`src/fdsu_pkg.sv`:
```
package fdsu_pkg;

	localparam int STACK_DEPTH = 64;
	localparam int ADDR_W      = $clog2(STACK_DEPTH);
	localparam int SP_W        = $clog2(STACK_DEPTH + 1);
	localparam int CELL_W      = 32;
	localparam int OP_W        = 4;
	localparam int STATUS_W    = 2;
	localparam int DEPTH_W     = 7;

	typedef logic signed [CELL_W-1:0] cell_t;
	typedef logic [SP_W-1:0]          sp_t;
	typedef logic [ADDR_W-1:0]        addr_t;

	typedef enum logic [OP_W-1:0] {
		OP_PUSH     = 4'd0,
		OP_DROP     = 4'd1,
		OP_DUP      = 4'd2,
		OP_PICK     = 4'd3,
		OP_SWAP     = 4'd4,
		OP_ROT      = 4'd5,
		OP_PRINT    = 4'd6,
		OP_SP_FETCH = 4'd7,
		OP_SP_STORE = 4'd8,
		OP_RP_FETCH = 4'd9,
		OP_RP_STORE = 4'd10
	} opcode_t;

	typedef enum logic [STATUS_W-1:0] {
		ST_OK     = 2'd0,
		ST_UNDER  = 2'd1,
		ST_OVER   = 2'd2,
		ST_BADPTR = 2'd3
	} status_t;

	typedef enum logic [2:0] {
		ADDR_SP,
		ADDR_M1,
		ADDR_M2,
		ADDR_M3,
		ADDR_PICK
	} addr_sel_t;

	typedef enum logic [2:0] {
		WD_LIT,
		WD_SP,
		WD_RP,
		WD_RD,
		WD_OPA,
		WD_OPB
	} wdata_sel_t;

	typedef enum logic [1:0] {
		SP_HOLD,
		SP_INC,
		SP_DEC,
		SP_LOAD
	} sp_op_t;

	typedef struct packed {
		logic       req_load;
		logic       rd_en;
		addr_sel_t  rd_sel;
		logic       wr_en;
		addr_sel_t  wr_sel;
		wdata_sel_t wr_data;
		sp_op_t     sp_op;
		logic       rp_load;
		logic       opa_load;
		logic       opb_load;
		logic       done;
		status_t    status;
		logic       print;
	} cmd_t;

	typedef struct packed {
		opcode_t op;
		logic    full;
		logic    empty;
		logic    lt2;
		logic    lt3;
		logic    pick_bad;
		logic    sp_bad;
		logic    out_free;
	} stat_t;

endpackage

```
`src/fdsu_req_if.sv`:
```
interface fdsu_req_if;
	import fdsu_pkg::*;

	logic              valid;
	logic              ready;
	logic [OP_W-1:0]   req_type;
	cell_t             literal;

	modport source (output valid, output req_type, output literal, input ready);
	modport sink (input valid, input req_type, input literal, output ready);
endinterface

```
`src/fdsu_rsp_if.sv`:
```
interface fdsu_rsp_if;
	import fdsu_pkg::*;

	logic                valid;
	logic                ready;
	logic [STATUS_W-1:0] status;
	logic                print_valid;
	cell_t               print_value;
	logic [DEPTH_W-1:0]  depth;

	modport source (output valid, output status, output print_valid, output print_value,
		output depth, input ready);
	modport sink (input valid, input status, input print_valid, input print_value,
		input depth, output ready);
endinterface

```
`src/fdsu_ram.sv`:
```
module fdsu_ram #(
	parameter int  WIDTH = 32,
	parameter int  DEPTH = 64,
	localparam int AW    = $clog2(DEPTH)
) (
	input  logic             clk,
	input  logic             we,
	input  logic [AW-1:0]    waddr,
	input  logic [WIDTH-1:0] wdata,
	input  logic             re,
	input  logic [AW-1:0]    raddr,
	output logic [WIDTH-1:0] rdata
);

	logic [WIDTH-1:0] mem [DEPTH];
	logic [WIDTH-1:0] rdata_q;

	always_ff @(posedge clk) begin
		if (we) begin
			mem[waddr] <= wdata;
		end
		if (re) begin
			rdata_q <= mem[raddr];
		end
	end

	assign rdata = rdata_q;

endmodule

```
`src/fdsu_ctrl.sv`:
```
module fdsu_ctrl (
	input  logic           clk,
	input  logic           arst_n,
	input  logic           req_valid,
	output logic           req_ready,
	input  fdsu_pkg::stat_t stat,
	output fdsu_pkg::cmd_t  cmd
);
	import fdsu_pkg::*;

	typedef enum logic [3:0] {
		S_IDLE,
		S_START,
		S_DUP_WR,
		S_PICK_CHK,
		S_PICK_WR,
		S_POP_WR,
		S_SWAP_RD2,
		S_SWAP_WR1,
		S_SWAP_WR2,
		S_ROT_RD2,
		S_ROT_RD3,
		S_ROT_WR1,
		S_ROT_WR2,
		S_ROT_WR3
	} state_t;

	state_t state_q, state_d;

	assign req_ready = (state_q == S_IDLE);

	always_comb begin
		cmd         = '0;
		cmd.rd_sel  = ADDR_M1;
		cmd.wr_sel  = ADDR_SP;
		cmd.wr_data = WD_RD;
		cmd.sp_op   = SP_HOLD;
		cmd.status  = ST_OK;
		state_d     = state_q;
		unique case (state_q)
			S_IDLE: begin
				if (req_valid) begin
					cmd.req_load = 1'b1;
					state_d      = S_START;
				end
			end
			S_START: begin
				if (stat.out_free) begin
					unique case (stat.op) inside
						OP_PUSH, OP_SP_FETCH, OP_RP_FETCH: begin
							cmd.done = 1'b1;
							state_d  = S_IDLE;
							if (stat.full) begin
								cmd.status = ST_OVER;
							end else begin
								cmd.wr_en  = 1'b1;
								cmd.wr_sel = ADDR_SP;
								cmd.sp_op  = SP_INC;
								if (stat.op == OP_PUSH) begin
									cmd.wr_data = WD_LIT;
								end else if (stat.op == OP_SP_FETCH) begin
									cmd.wr_data = WD_SP;
								end else begin
									cmd.wr_data = WD_RP;
								end
							end
						end
						OP_DUP, OP_PICK: begin
							if (stat.full || stat.empty) begin
								cmd.done   = 1'b1;
								cmd.status = stat.full ? ST_OVER : ST_UNDER;
								state_d    = S_IDLE;
							end else begin
								cmd.rd_en  = 1'b1;
								cmd.rd_sel = ADDR_M1;
								state_d    = (stat.op == OP_DUP) ? S_DUP_WR : S_PICK_CHK;
							end
						end
						OP_DROP, OP_PRINT, OP_SP_STORE, OP_RP_STORE: begin
							if (stat.empty) begin
								cmd.done   = 1'b1;
								cmd.status = ST_UNDER;
								state_d    = S_IDLE;
							end else begin
								cmd.rd_en  = 1'b1;
								cmd.rd_sel = ADDR_M1;
								state_d    = S_POP_WR;
							end
						end
						OP_SWAP: begin
							if (stat.lt2) begin
								cmd.done   = 1'b1;
								cmd.status = ST_UNDER;
								state_d    = S_IDLE;
							end else begin
								cmd.rd_en  = 1'b1;
								cmd.rd_sel = ADDR_M1;
								state_d    = S_SWAP_RD2;
							end
						end
						OP_ROT: begin
							if (stat.lt3) begin
								cmd.done   = 1'b1;
								cmd.status = ST_UNDER;
								state_d    = S_IDLE;
							end else begin
								cmd.rd_en  = 1'b1;
								cmd.rd_sel = ADDR_M3;
								state_d    = S_ROT_RD2;
							end
						end
						default: begin
							cmd.done = 1'b1;
							state_d  = S_IDLE;
						end
					endcase
				end
			end
			S_DUP_WR: begin
				cmd.wr_en   = 1'b1;
				cmd.wr_sel  = ADDR_SP;
				cmd.wr_data = WD_RD;
				cmd.sp_op   = SP_INC;
				cmd.done    = 1'b1;
				state_d     = S_IDLE;
			end
			S_PICK_CHK: begin
				if (stat.pick_bad) begin
					cmd.done   = 1'b1;
					cmd.status = ST_UNDER;
					state_d    = S_IDLE;
				end else begin
					cmd.rd_en  = 1'b1;
					cmd.rd_sel = ADDR_PICK;
					state_d    = S_PICK_WR;
				end
			end
			S_PICK_WR: begin
				cmd.wr_en   = 1'b1;
				cmd.wr_sel  = ADDR_M1;
				cmd.wr_data = WD_RD;
				cmd.done    = 1'b1;
				state_d     = S_IDLE;
			end
			S_POP_WR: begin
				cmd.done  = 1'b1;
				cmd.sp_op = SP_DEC;
				state_d   = S_IDLE;
				if (stat.op == OP_PRINT) begin
					cmd.print = 1'b1;
				end else if (stat.op == OP_SP_STORE) begin
					if (stat.sp_bad) begin
						cmd.status = ST_BADPTR;
					end else begin
						cmd.sp_op = SP_LOAD;
					end
				end else if (stat.op == OP_RP_STORE) begin
					cmd.rp_load = 1'b1;
				end
			end
			S_SWAP_RD2: begin
				cmd.opa_load = 1'b1;
				cmd.rd_en    = 1'b1;
				cmd.rd_sel   = ADDR_M2;
				state_d      = S_SWAP_WR1;
			end
			S_SWAP_WR1: begin
				cmd.wr_en   = 1'b1;
				cmd.wr_sel  = ADDR_M1;
				cmd.wr_data = WD_RD;
				state_d     = S_SWAP_WR2;
			end
			S_SWAP_WR2: begin
				cmd.wr_en   = 1'b1;
				cmd.wr_sel  = ADDR_M2;
				cmd.wr_data = WD_OPA;
				cmd.done    = 1'b1;
				state_d     = S_IDLE;
			end
			S_ROT_RD2: begin
				cmd.opa_load = 1'b1;
				cmd.rd_en    = 1'b1;
				cmd.rd_sel   = ADDR_M2;
				state_d      = S_ROT_RD3;
			end
			S_ROT_RD3: begin
				cmd.opb_load = 1'b1;
				cmd.rd_en    = 1'b1;
				cmd.rd_sel   = ADDR_M1;
				state_d      = S_ROT_WR1;
			end
			S_ROT_WR1: begin
				cmd.wr_en   = 1'b1;
				cmd.wr_sel  = ADDR_M2;
				cmd.wr_data = WD_RD;
				state_d     = S_ROT_WR2;
			end
			S_ROT_WR2: begin
				cmd.wr_en   = 1'b1;
				cmd.wr_sel  = ADDR_M3;
				cmd.wr_data = WD_OPB;
				state_d     = S_ROT_WR3;
			end
			S_ROT_WR3: begin
				cmd.wr_en   = 1'b1;
				cmd.wr_sel  = ADDR_M1;
				cmd.wr_data = WD_OPA;
				cmd.done    = 1'b1;
				state_d     = S_IDLE;
			end
			default: begin
				state_d = S_IDLE;
			end
		endcase
	end

	always_ff @(posedge clk or negedge arst_n) begin
		if (!arst_n) begin
			state_q <= S_IDLE;
		end else begin
			state_q <= state_d;
		end
	end

	ap_accept_only_idle: assert property (@(posedge clk) disable iff (!arst_n)
		cmd.req_load |=> state_q == S_START)
		else $error("Accepted beat did not start an operation.");

	ap_done_returns_idle: assert property (@(posedge clk) disable iff (!arst_n)
		cmd.done |=> state_q == S_IDLE)
		else $error("Controller did not return to idle after a result.");

endmodule

```
`src/fdsu_dpath.sv`:
```
module fdsu_dpath (
	input  logic                           clk,
	input  logic                           arst_n,
	input  logic [fdsu_pkg::OP_W-1:0]      req_type,
	input  fdsu_pkg::cell_t                literal,
	input  fdsu_pkg::cmd_t                 cmd,
	output fdsu_pkg::stat_t                stat,
	output logic                           rsp_valid,
	input  logic                           rsp_ready,
	output logic [fdsu_pkg::STATUS_W-1:0]  rsp_status,
	output logic                           rsp_print_valid,
	output fdsu_pkg::cell_t                rsp_print_value,
	output logic [fdsu_pkg::DEPTH_W-1:0]   rsp_depth
);
	import fdsu_pkg::*;

	opcode_t                op_q;
	cell_t                  lit_q;
	sp_t                    sp_q;
	sp_t                    sp_d;
	cell_t                  rp_q;
	cell_t                  opa_q;
	cell_t                  opb_q;
	logic [STACK_DEPTH-1:0] valid_q;
	logic                   rd_valid_q;
	logic [CELL_W-1:0]      ram_rdata;
	cell_t                  rd_word;
	cell_t                  wr_word;
	addr_t                  rd_addr;
	addr_t                  wr_addr;
	addr_t                  sp_m1;
	addr_t                  sp_m2;
	addr_t                  sp_m3;
	addr_t                  pick_addr;
	logic                   out_valid_q;
	logic [STATUS_W-1:0]    out_status_q;
	logic                   out_print_valid_q;
	cell_t                  out_print_value_q;
	logic [DEPTH_W-1:0]     out_depth_q;

	assign rd_word   = rd_valid_q ? cell_t'(ram_rdata) : '0;
	assign sp_m1     = ADDR_W'(sp_q - SP_W'(1));
	assign sp_m2     = ADDR_W'(sp_q - SP_W'(2));
	assign sp_m3     = ADDR_W'(sp_q - SP_W'(3));
	assign pick_addr = ADDR_W'(CELL_W'(sp_q) - CELL_W'(2) - $unsigned(rd_word));

	always_comb begin
		case (cmd.rd_sel)
			ADDR_SP:   rd_addr = ADDR_W'(sp_q);
			ADDR_M1:   rd_addr = sp_m1;
			ADDR_M2:   rd_addr = sp_m2;
			ADDR_M3:   rd_addr = sp_m3;
			ADDR_PICK: rd_addr = pick_addr;
			default:   rd_addr = sp_m1;
		endcase
		case (cmd.wr_sel)
			ADDR_SP:   wr_addr = ADDR_W'(sp_q);
			ADDR_M1:   wr_addr = sp_m1;
			ADDR_M2:   wr_addr = sp_m2;
			ADDR_M3:   wr_addr = sp_m3;
			ADDR_PICK: wr_addr = pick_addr;
			default:   wr_addr = ADDR_W'(sp_q);
		endcase
		case (cmd.wr_data)
			WD_LIT:  wr_word = lit_q;
			WD_SP:   wr_word = cell_t'(CELL_W'(sp_q));
			WD_RP:   wr_word = rp_q;
			WD_RD:   wr_word = rd_word;
			WD_OPA:  wr_word = opa_q;
			WD_OPB:  wr_word = opb_q;
			default: wr_word = rd_word;
		endcase
		case (cmd.sp_op)
			SP_HOLD: sp_d = sp_q;
			SP_INC:  sp_d = sp_q + SP_W'(1);
			SP_DEC:  sp_d = sp_q - SP_W'(1);
			SP_LOAD: sp_d = SP_W'(rd_word);
			default: sp_d = sp_q;
		endcase
	end

	fdsu_ram #(
		.WIDTH(CELL_W),
		.DEPTH(STACK_DEPTH)
	) u_store (
		.clk  (clk),
		.we   (cmd.wr_en),
		.waddr(wr_addr),
		.wdata(wr_word),
		.re   (cmd.rd_en),
		.raddr(rd_addr),
		.rdata(ram_rdata)
	);

	always_comb begin
		stat.op       = op_q;
		stat.full     = (sp_q >= SP_W'(STACK_DEPTH));
		stat.empty    = (sp_q == '0);
		stat.lt2      = (sp_q < SP_W'(2));
		stat.lt3      = (sp_q < SP_W'(3));
		stat.pick_bad = rd_word[CELL_W-1] ||
			($unsigned(rd_word) >= CELL_W'(sp_q) - CELL_W'(1));
		stat.sp_bad   = rd_word[CELL_W-1] || ($unsigned(rd_word) > CELL_W'(STACK_DEPTH));
		stat.out_free = !out_valid_q || rsp_ready;
	end

	always_ff @(posedge clk) begin
		if (cmd.req_load) begin
			op_q  <= opcode_t'(req_type);
			lit_q <= literal;
		end
		if (cmd.opa_load) begin
			opa_q <= rd_word;
		end
		if (cmd.opb_load) begin
			opb_q <= rd_word;
		end
		if (cmd.done) begin
			out_status_q      <= cmd.status;
			out_print_valid_q <= cmd.print;
			out_print_value_q <= cmd.print ? rd_word : '0;
			out_depth_q       <= DEPTH_W'(sp_d);
		end
	end

	always_ff @(posedge clk or negedge arst_n) begin
		if (!arst_n) begin
			sp_q        <= '0;
			rp_q        <= '0;
			valid_q     <= '0;
			rd_valid_q  <= 1'b0;
			out_valid_q <= 1'b0;
		end else begin
			sp_q <= sp_d;
			if (cmd.rp_load) begin
				rp_q <= rd_word;
			end
			if (cmd.wr_en) begin
				valid_q[wr_addr] <= 1'b1;
			end
			if (cmd.rd_en) begin
				rd_valid_q <= valid_q[rd_addr];
			end
			if (cmd.done) begin
				out_valid_q <= 1'b1;
			end else if (rsp_ready) begin
				out_valid_q <= 1'b0;
			end
		end
	end

	assign rsp_valid       = out_valid_q;
	assign rsp_status      = out_status_q;
	assign rsp_print_valid = out_print_valid_q;
	assign rsp_print_value = out_print_value_q;
	assign rsp_depth       = out_depth_q;

	ap_sp_in_range: assert property (@(posedge clk) disable iff (!arst_n)
		sp_q <= SP_W'(STACK_DEPTH))
		else $error("Stack pointer beyond the stack depth.");

	ap_result_slot_free: assert property (@(posedge clk) disable iff (!arst_n)
		cmd.done |-> stat.out_free)
		else $error("Result produced while the output register is still occupied.");

	ap_no_rw_collision: assert property (@(posedge clk) disable iff (!arst_n)
		cmd.wr_en && cmd.rd_en |-> wr_addr != rd_addr)
		else $error("Read and write of the same stack entry in one cycle.");

	ap_depth_matches_sp: assert property (@(posedge clk) disable iff (!arst_n)
		cmd.done |=> rsp_valid && rsp_depth == DEPTH_W'(sp_q))
		else $error("Reported depth differs from the stack pointer.");

endmodule

```
`src/forth_data_stack_unit_top.sv`:
```
// Data stack unit with one request channel and one response channel.
// Each request beat carries an operation code and a literal; each one yields
// exactly one response beat with a status, an optional printed value and the
// stack depth after the operation.
// The stack cells live in a single-port-read, single-port-write RAM, and
// every operation is stepped through by a controller, one RAM access of each
// kind per cycle. Push, sp@, rp@, unknown codes and any check that fails in
// the first step end in that step; dup, drop, print, sp! and rp! read the top
// cell first, pick reads its index and then the picked cell, and swap and
// rot read their cells before writing them back. The response beat is valid
// in the cycle after the last step, and a new request is taken as soon as
// the controller is back in idle, even while that response is still waiting.
// If the receiver stalls, the next operation is held in its first step until
// the output register frees up; state is not touched before then.
// Reset clears the stack pointer, the return pointer and the per-entry valid
// flags, so every cell reads as zero until written; no clearing pass is run
// and the block accepts requests in the first cycle after reset.
module forth_data_stack_unit_top (
	input logic        clk,
	input logic        arst_n,
	fdsu_req_if.sink   req,
	fdsu_rsp_if.source rsp
);
	import fdsu_pkg::*;

	cmd_t  cmd;
	stat_t stat;

	fdsu_ctrl u_ctrl (
		.clk      (clk),
		.arst_n   (arst_n),
		.req_valid(req.valid),
		.req_ready(req.ready),
		.stat     (stat),
		.cmd      (cmd)
	);

	fdsu_dpath u_dpath (
		.clk            (clk),
		.arst_n         (arst_n),
		.req_type       (req.req_type),
		.literal        (req.literal),
		.cmd            (cmd),
		.stat           (stat),
		.rsp_valid      (rsp.valid),
		.rsp_ready      (rsp.ready),
		.rsp_status     (rsp.status),
		.rsp_print_valid(rsp.print_valid),
		.rsp_print_value(rsp.print_value),
		.rsp_depth      (rsp.depth)
	);

endmodule

```
`src/flat_wrapper.sv`:
```
// flat-port wrapper written by rule: the top's interface ports become plain ports
module forth_data_stack_unit_top_flat import fdsu_pkg::*;
  (clk, arst_n, req_valid, req_req_type, req_literal, req_ready, rsp_valid, rsp_status, rsp_print_valid, rsp_print_value, rsp_depth, rsp_ready);
  fdsu_req_if req_i ();
  fdsu_rsp_if rsp_i ();
  input logic clk;
  input logic arst_n;
  input wire logic [$bits(req_i.valid)-1:0] req_valid;
  input wire logic [$bits(req_i.req_type)-1:0] req_req_type;
  input wire logic [$bits(req_i.literal)-1:0] req_literal;
  output wire logic [$bits(req_i.ready)-1:0] req_ready;
  output wire logic [$bits(rsp_i.valid)-1:0] rsp_valid;
  output wire logic [$bits(rsp_i.status)-1:0] rsp_status;
  output wire logic [$bits(rsp_i.print_valid)-1:0] rsp_print_valid;
  output wire logic [$bits(rsp_i.print_value)-1:0] rsp_print_value;
  output wire logic [$bits(rsp_i.depth)-1:0] rsp_depth;
  input wire logic [$bits(rsp_i.ready)-1:0] rsp_ready;
  assign req_i.valid = req_valid;
  assign req_i.req_type = req_req_type;
  assign req_i.literal = req_literal;
  assign req_ready = req_i.ready;
  assign rsp_valid = rsp_i.valid;
  assign rsp_status = rsp_i.status;
  assign rsp_print_valid = rsp_i.print_valid;
  assign rsp_print_value = rsp_i.print_value;
  assign rsp_depth = rsp_i.depth;
  assign rsp_i.ready = rsp_ready;
  forth_data_stack_unit_top u_core (.clk(clk), .arst_n(arst_n), .req(req_i), .rsp(rsp_i));
endmodule
```
`config.mk`:
```
export PLATFORM = sky130hd
export DESIGN_NAME = forth_data_stack_unit_top_flat
export DESIGN_NICKNAME = d
export VERILOG_FILES = /design/src/fdsu_pkg.sv /design/src/fdsu_req_if.sv /design/src/fdsu_rsp_if.sv /design/src/fdsu_ram.sv /design/src/fdsu_ctrl.sv /design/src/fdsu_dpath.sv /design/src/forth_data_stack_unit_top.sv /design/src/flat_wrapper.sv
export SDC_FILE = /design/constraint.sdc
export NUM_CORES = 2
export LEC_CHECK = 0
export CORE_MARGIN = 2
export CORE_UTILIZATION = 50
export DETAILED_ROUTE_END_ITERATION = 7
export DONT_BUFFER_PORTS = 1
export PLACE_DENSITY = 0.7
export SLEW_MARGIN = 20
export SYNTH_ARGS = -nofsm -noshare
export SYNTH_HDL_FRONTEND = slang
export SYNTH_SLANG_ARGS = --single-unit
```
`constraint.sdc`:
```
create_clock -name clk -period 8.36 [get_ports clk]
set_input_delay 0.418 -clock clk [delete_from_list [all_inputs] [get_ports clk]]
set_output_delay 0.418 -clock clk [all_outputs]
set_load 0.01 [all_outputs]
```
==> results.toml <==
[grt]
grt_pass1_wl_mm = 396
antenna_found_initial = 16
grtUsageTotal = 0.283
grt-ovfl-total = 0
grt_pass1_vias = 55900
grt_start_max_net_pins = 160

[placed_design]
place_ws_ps = 865
globalplace.congestion = 0.931
dp_cells = 8845
place_hpwl_mm = 162
place.port_buffers = 0

[drt]
drc = 0
post_drt_wl_per_cell_um = 29.7
ant_nets = 0
via_per_inst = 6.42
wl_mm = 276
first_pass_iters = 8
route.vias.total = 59700
first_iter_violations = 9387

[final_layout]
ff_latch_area_um2 = 69500
drive_above_1_share = 0.110
multiInputGateArea_um2 = 23400
nets = 6697
final_common_cell = "edfxtp_1"
layout_common_cells = "2222 x edfxtp_1, 1441 x nand2_1, 389 x mux2i_1"
area.growth.synth_to_final_pct = 12.4
stdcell_count = 9299
fill_cells = 14300

[yosys]
synth_cell_types = 89
synthCells = 6549
synth_flop_cell = "edfxtp_1"
syn_nets = 6638
seq_area_frac_synth = 0.740
synth_area_leader_cell = "edfxtp_1"
ys_warn_count = 0
ys_top_cells_by_area = "edfxtp_1 71%, nand2_1 5.8%, mux2i_1 4.1%"
yosys_register_bits = 2331
async_flop_share = 0.0468
synth_edf_count = 2222
synth_area_um2 = 93800
synth.top_cell.area_share = 0.711
syn_avg_cell_area_um2 = 14.3

[run_status]
status = "finished clean"

[worst_setup_path]
worstPathMaxFanout = 159
worst-path-buf-inv = 3
crit_chain = "inv_1 -> ha_1 -> inv_1 -> nor3_1 -> nand2_1 -> xor2_1 -> ha_1 -> nand2_1 -> or4_1 -> o32a_1 -> a311oi_4 -> o211ai_4 -> nand2_8 -> buf_12 -> mux2i_1 -> o22ai_1 -> or3_1 -> o311ai_1 -> nor4_1"
critPathMaxStageDelay_ps = 980
critical_path_required_ps = 8920
path_class = "flip-flop to flip-flop"
reg2reg_to = "u_core.u_dpath.u_store.rdata[3]"
reg2reg_depth = 19
startpoint_type = "flip-flop"
crit_path_start = "u_core.u_dpath.sp_q[1]"
r2r_slack_ps = 690
worstPathArrival_ps = 8230
crit_end = "u_core.u_dpath.u_store.rdata[3]"
cp_top_family = "simple AND/OR/NAND/NOR gates"
cp_num_cells = 19
worst_path_max_delay_cell = "o311ai_1"
r2r_start = "u_core.u_dpath.sp_q[1]"
end_kind = "flip-flop"

[clock_tree]
clock_sinks = 2331
clockBufferDepth = 3
clk_transition_reported_paths_ps = 60
clkLatencyLatePin_ps = 890
cts_repair_resize_count = 0
numCtsBuffers = 217
clockRootBuffer = "clkbuf_16"
cts_setup_buffers = 0
cts_tree = "built"
htreeDepth = 4

[sta]
finClkSkew_ps = 33.7
setup_viol = 0
fmax_mhz = 130
worstMarginPinSlew_ps = 1080
fin_crit_sh = 0.918
slew_headroom = 0.267
tns_ps = 0
hold_viol_final = 0
worst_slack_ps = 687
finalMaxSlewViolations = 0
period_minus_slack_ps = 7670
rsz0062_at_grt = "false"

[die]
num_rows = 159
die_y_um = 437
io_pins = 84
start_util = 0.501
core_um2 = 187000
chipWidth_um = 437
dieArea_um2 = 191000

[worst_hold_path]
hold_path_class = "primary input to flip-flop"

[flow_run]
max_cap_violations = 0
-- metrics by stage --
stage	instance area [um2]	hold WS (ps)	util
after floorplan	93800	122	-
after global placement	98000	125	0.523
after detailed placement	98000	126	0.524
after CTS	105000	20.5	0.563
after global routing	105000	93.3	0.563
final	105000	82.0	0.563
-- per-layer routing --
layer / vias up / track usage / share of wire
met4: 8 / 0.103 / 0.036
met3: 503 / 0.0759 / 0.13
met2: 4010 / 0.421 / 0.44
li1: 25100 / - / -
met1: 30100 / 0.402 / 0.39
met5: - / 0 / 0.00021
-- cells in the mapped netlist, types with 22 or more instances --
master / number
edfxtp_1: 2222
nand2_1: 1443
mux2i_1: 389
nand3_1: 345
clkbuf_1: 178
and3_1: 155
nor2_1: 154
buf_2: 150
a311oi_1: 116
dfrtp_1: 109
a21oi_1: 103
o22ai_1: 97
nand4_1: 73
a32oi_1: 72
o21ai_0: 67
or2_2: 66
a211oi_1: 63
a32o_1: 56
a31oi_1: 52
inv_1: 52
ha_1: 48
nor4_1: 39
o221ai_1: 38
a22oi_1: 36
buf_1: 32
or3_1: 31
a41o_1: 27
o21ai_1: 27
a211o_1: 26
buf_4: 24
o311ai_1: 24
buf_6: 22
-- how the worst min path moves through the flow --
stage	start	endpoint	slack [ps]	depth (start not counted)
4_1_cts	rsp_ready	u_core.u_dpath.rsp_valid	20	2
3_3_place_gp	arst_n	u_core.u_ctrl.state_q[0]	120	0
5_1_grt	rsp_ready	u_core.u_dpath.rsp_valid	90	2
3_5_place_dp	arst_n	u_core.u_ctrl.state_q[0]	130	0
2_1_floorplan	arst_n	u_core.u_ctrl.state_q[0]	120	0
6_report	rsp_ready	u_core.u_dpath.rsp_valid	80	2
-- timing repair --
| item | 4_1_cts | 5_1_grt |
|---|---|---|
| endpoints found under the hold margin | 146 | 0 |
| setup endpoints to repair | 0 | 0 |
| hold buffers | 39 | 0 |
-- state kept, by name (all words and copies together) (netlist names) --
signal,cells
u_core.u_dpath.op_q,4
u_core.u_dpath.valid_q,64
u_core.u_dpath.rd_valid_q,1
u_core.u_dpath.rsp_status,2
u_core.u_dpath.rsp_depth,7
u_core.u_dpath.u_store.rdata,32
u_core.u_ctrl.state_q,4
u_core.u_dpath.rsp_print_value,32
u_core.u_dpath.sp_q,7
u_core.u_dpath.rsp_valid,1
u_core.u_dpath.u_store.mem,2048
u_core.u_dpath.opa_q,32
u_core.u_dpath.rsp_print_valid,1
u_core.u_dpath.opb_q,32
u_core.u_dpath.rp_q,32
u_core.u_dpath.lit_q,32
-- cells by family after synthesis --
| group | count (synthesis) | share of synthesized area |
|---|---|---|
| and+or+nand+nor | 2386 | 0.112 |
| DFF | 2331 | 0.740 |
| AOI/OAI and AO/OA | 899 | 0.0721 |
| buffers and inverters | 466 | 0.0241 |
| muxes | 395 | 0.0424 |
| adders and majority gates | 49 | 0.00661 |
| xor gates and xnor gates | 23 | 0.00215 |
-- area by class of cell --
| type | instances | area share |
|---|---|---|
| Timing Repair Buffer | 251 | 0.0219 |
| Tap cell | 2495 | 0.0296 |
| Antenna cell | 11 | 0.000261 |
| Clock buffer | 286 | 0.0563 |
| Multi-Input combinational cell | 3752 | 0.221 |
| Inverter | 55 | 0.00196 |
| Clock inverter | 118 | 0.0101 |
| Sequential cell | 2331 | 0.658 |
Power is left out: the tool's default activity adds up to more than one toggle a clock period on the data nets, which glitch-free logic cannot reach.
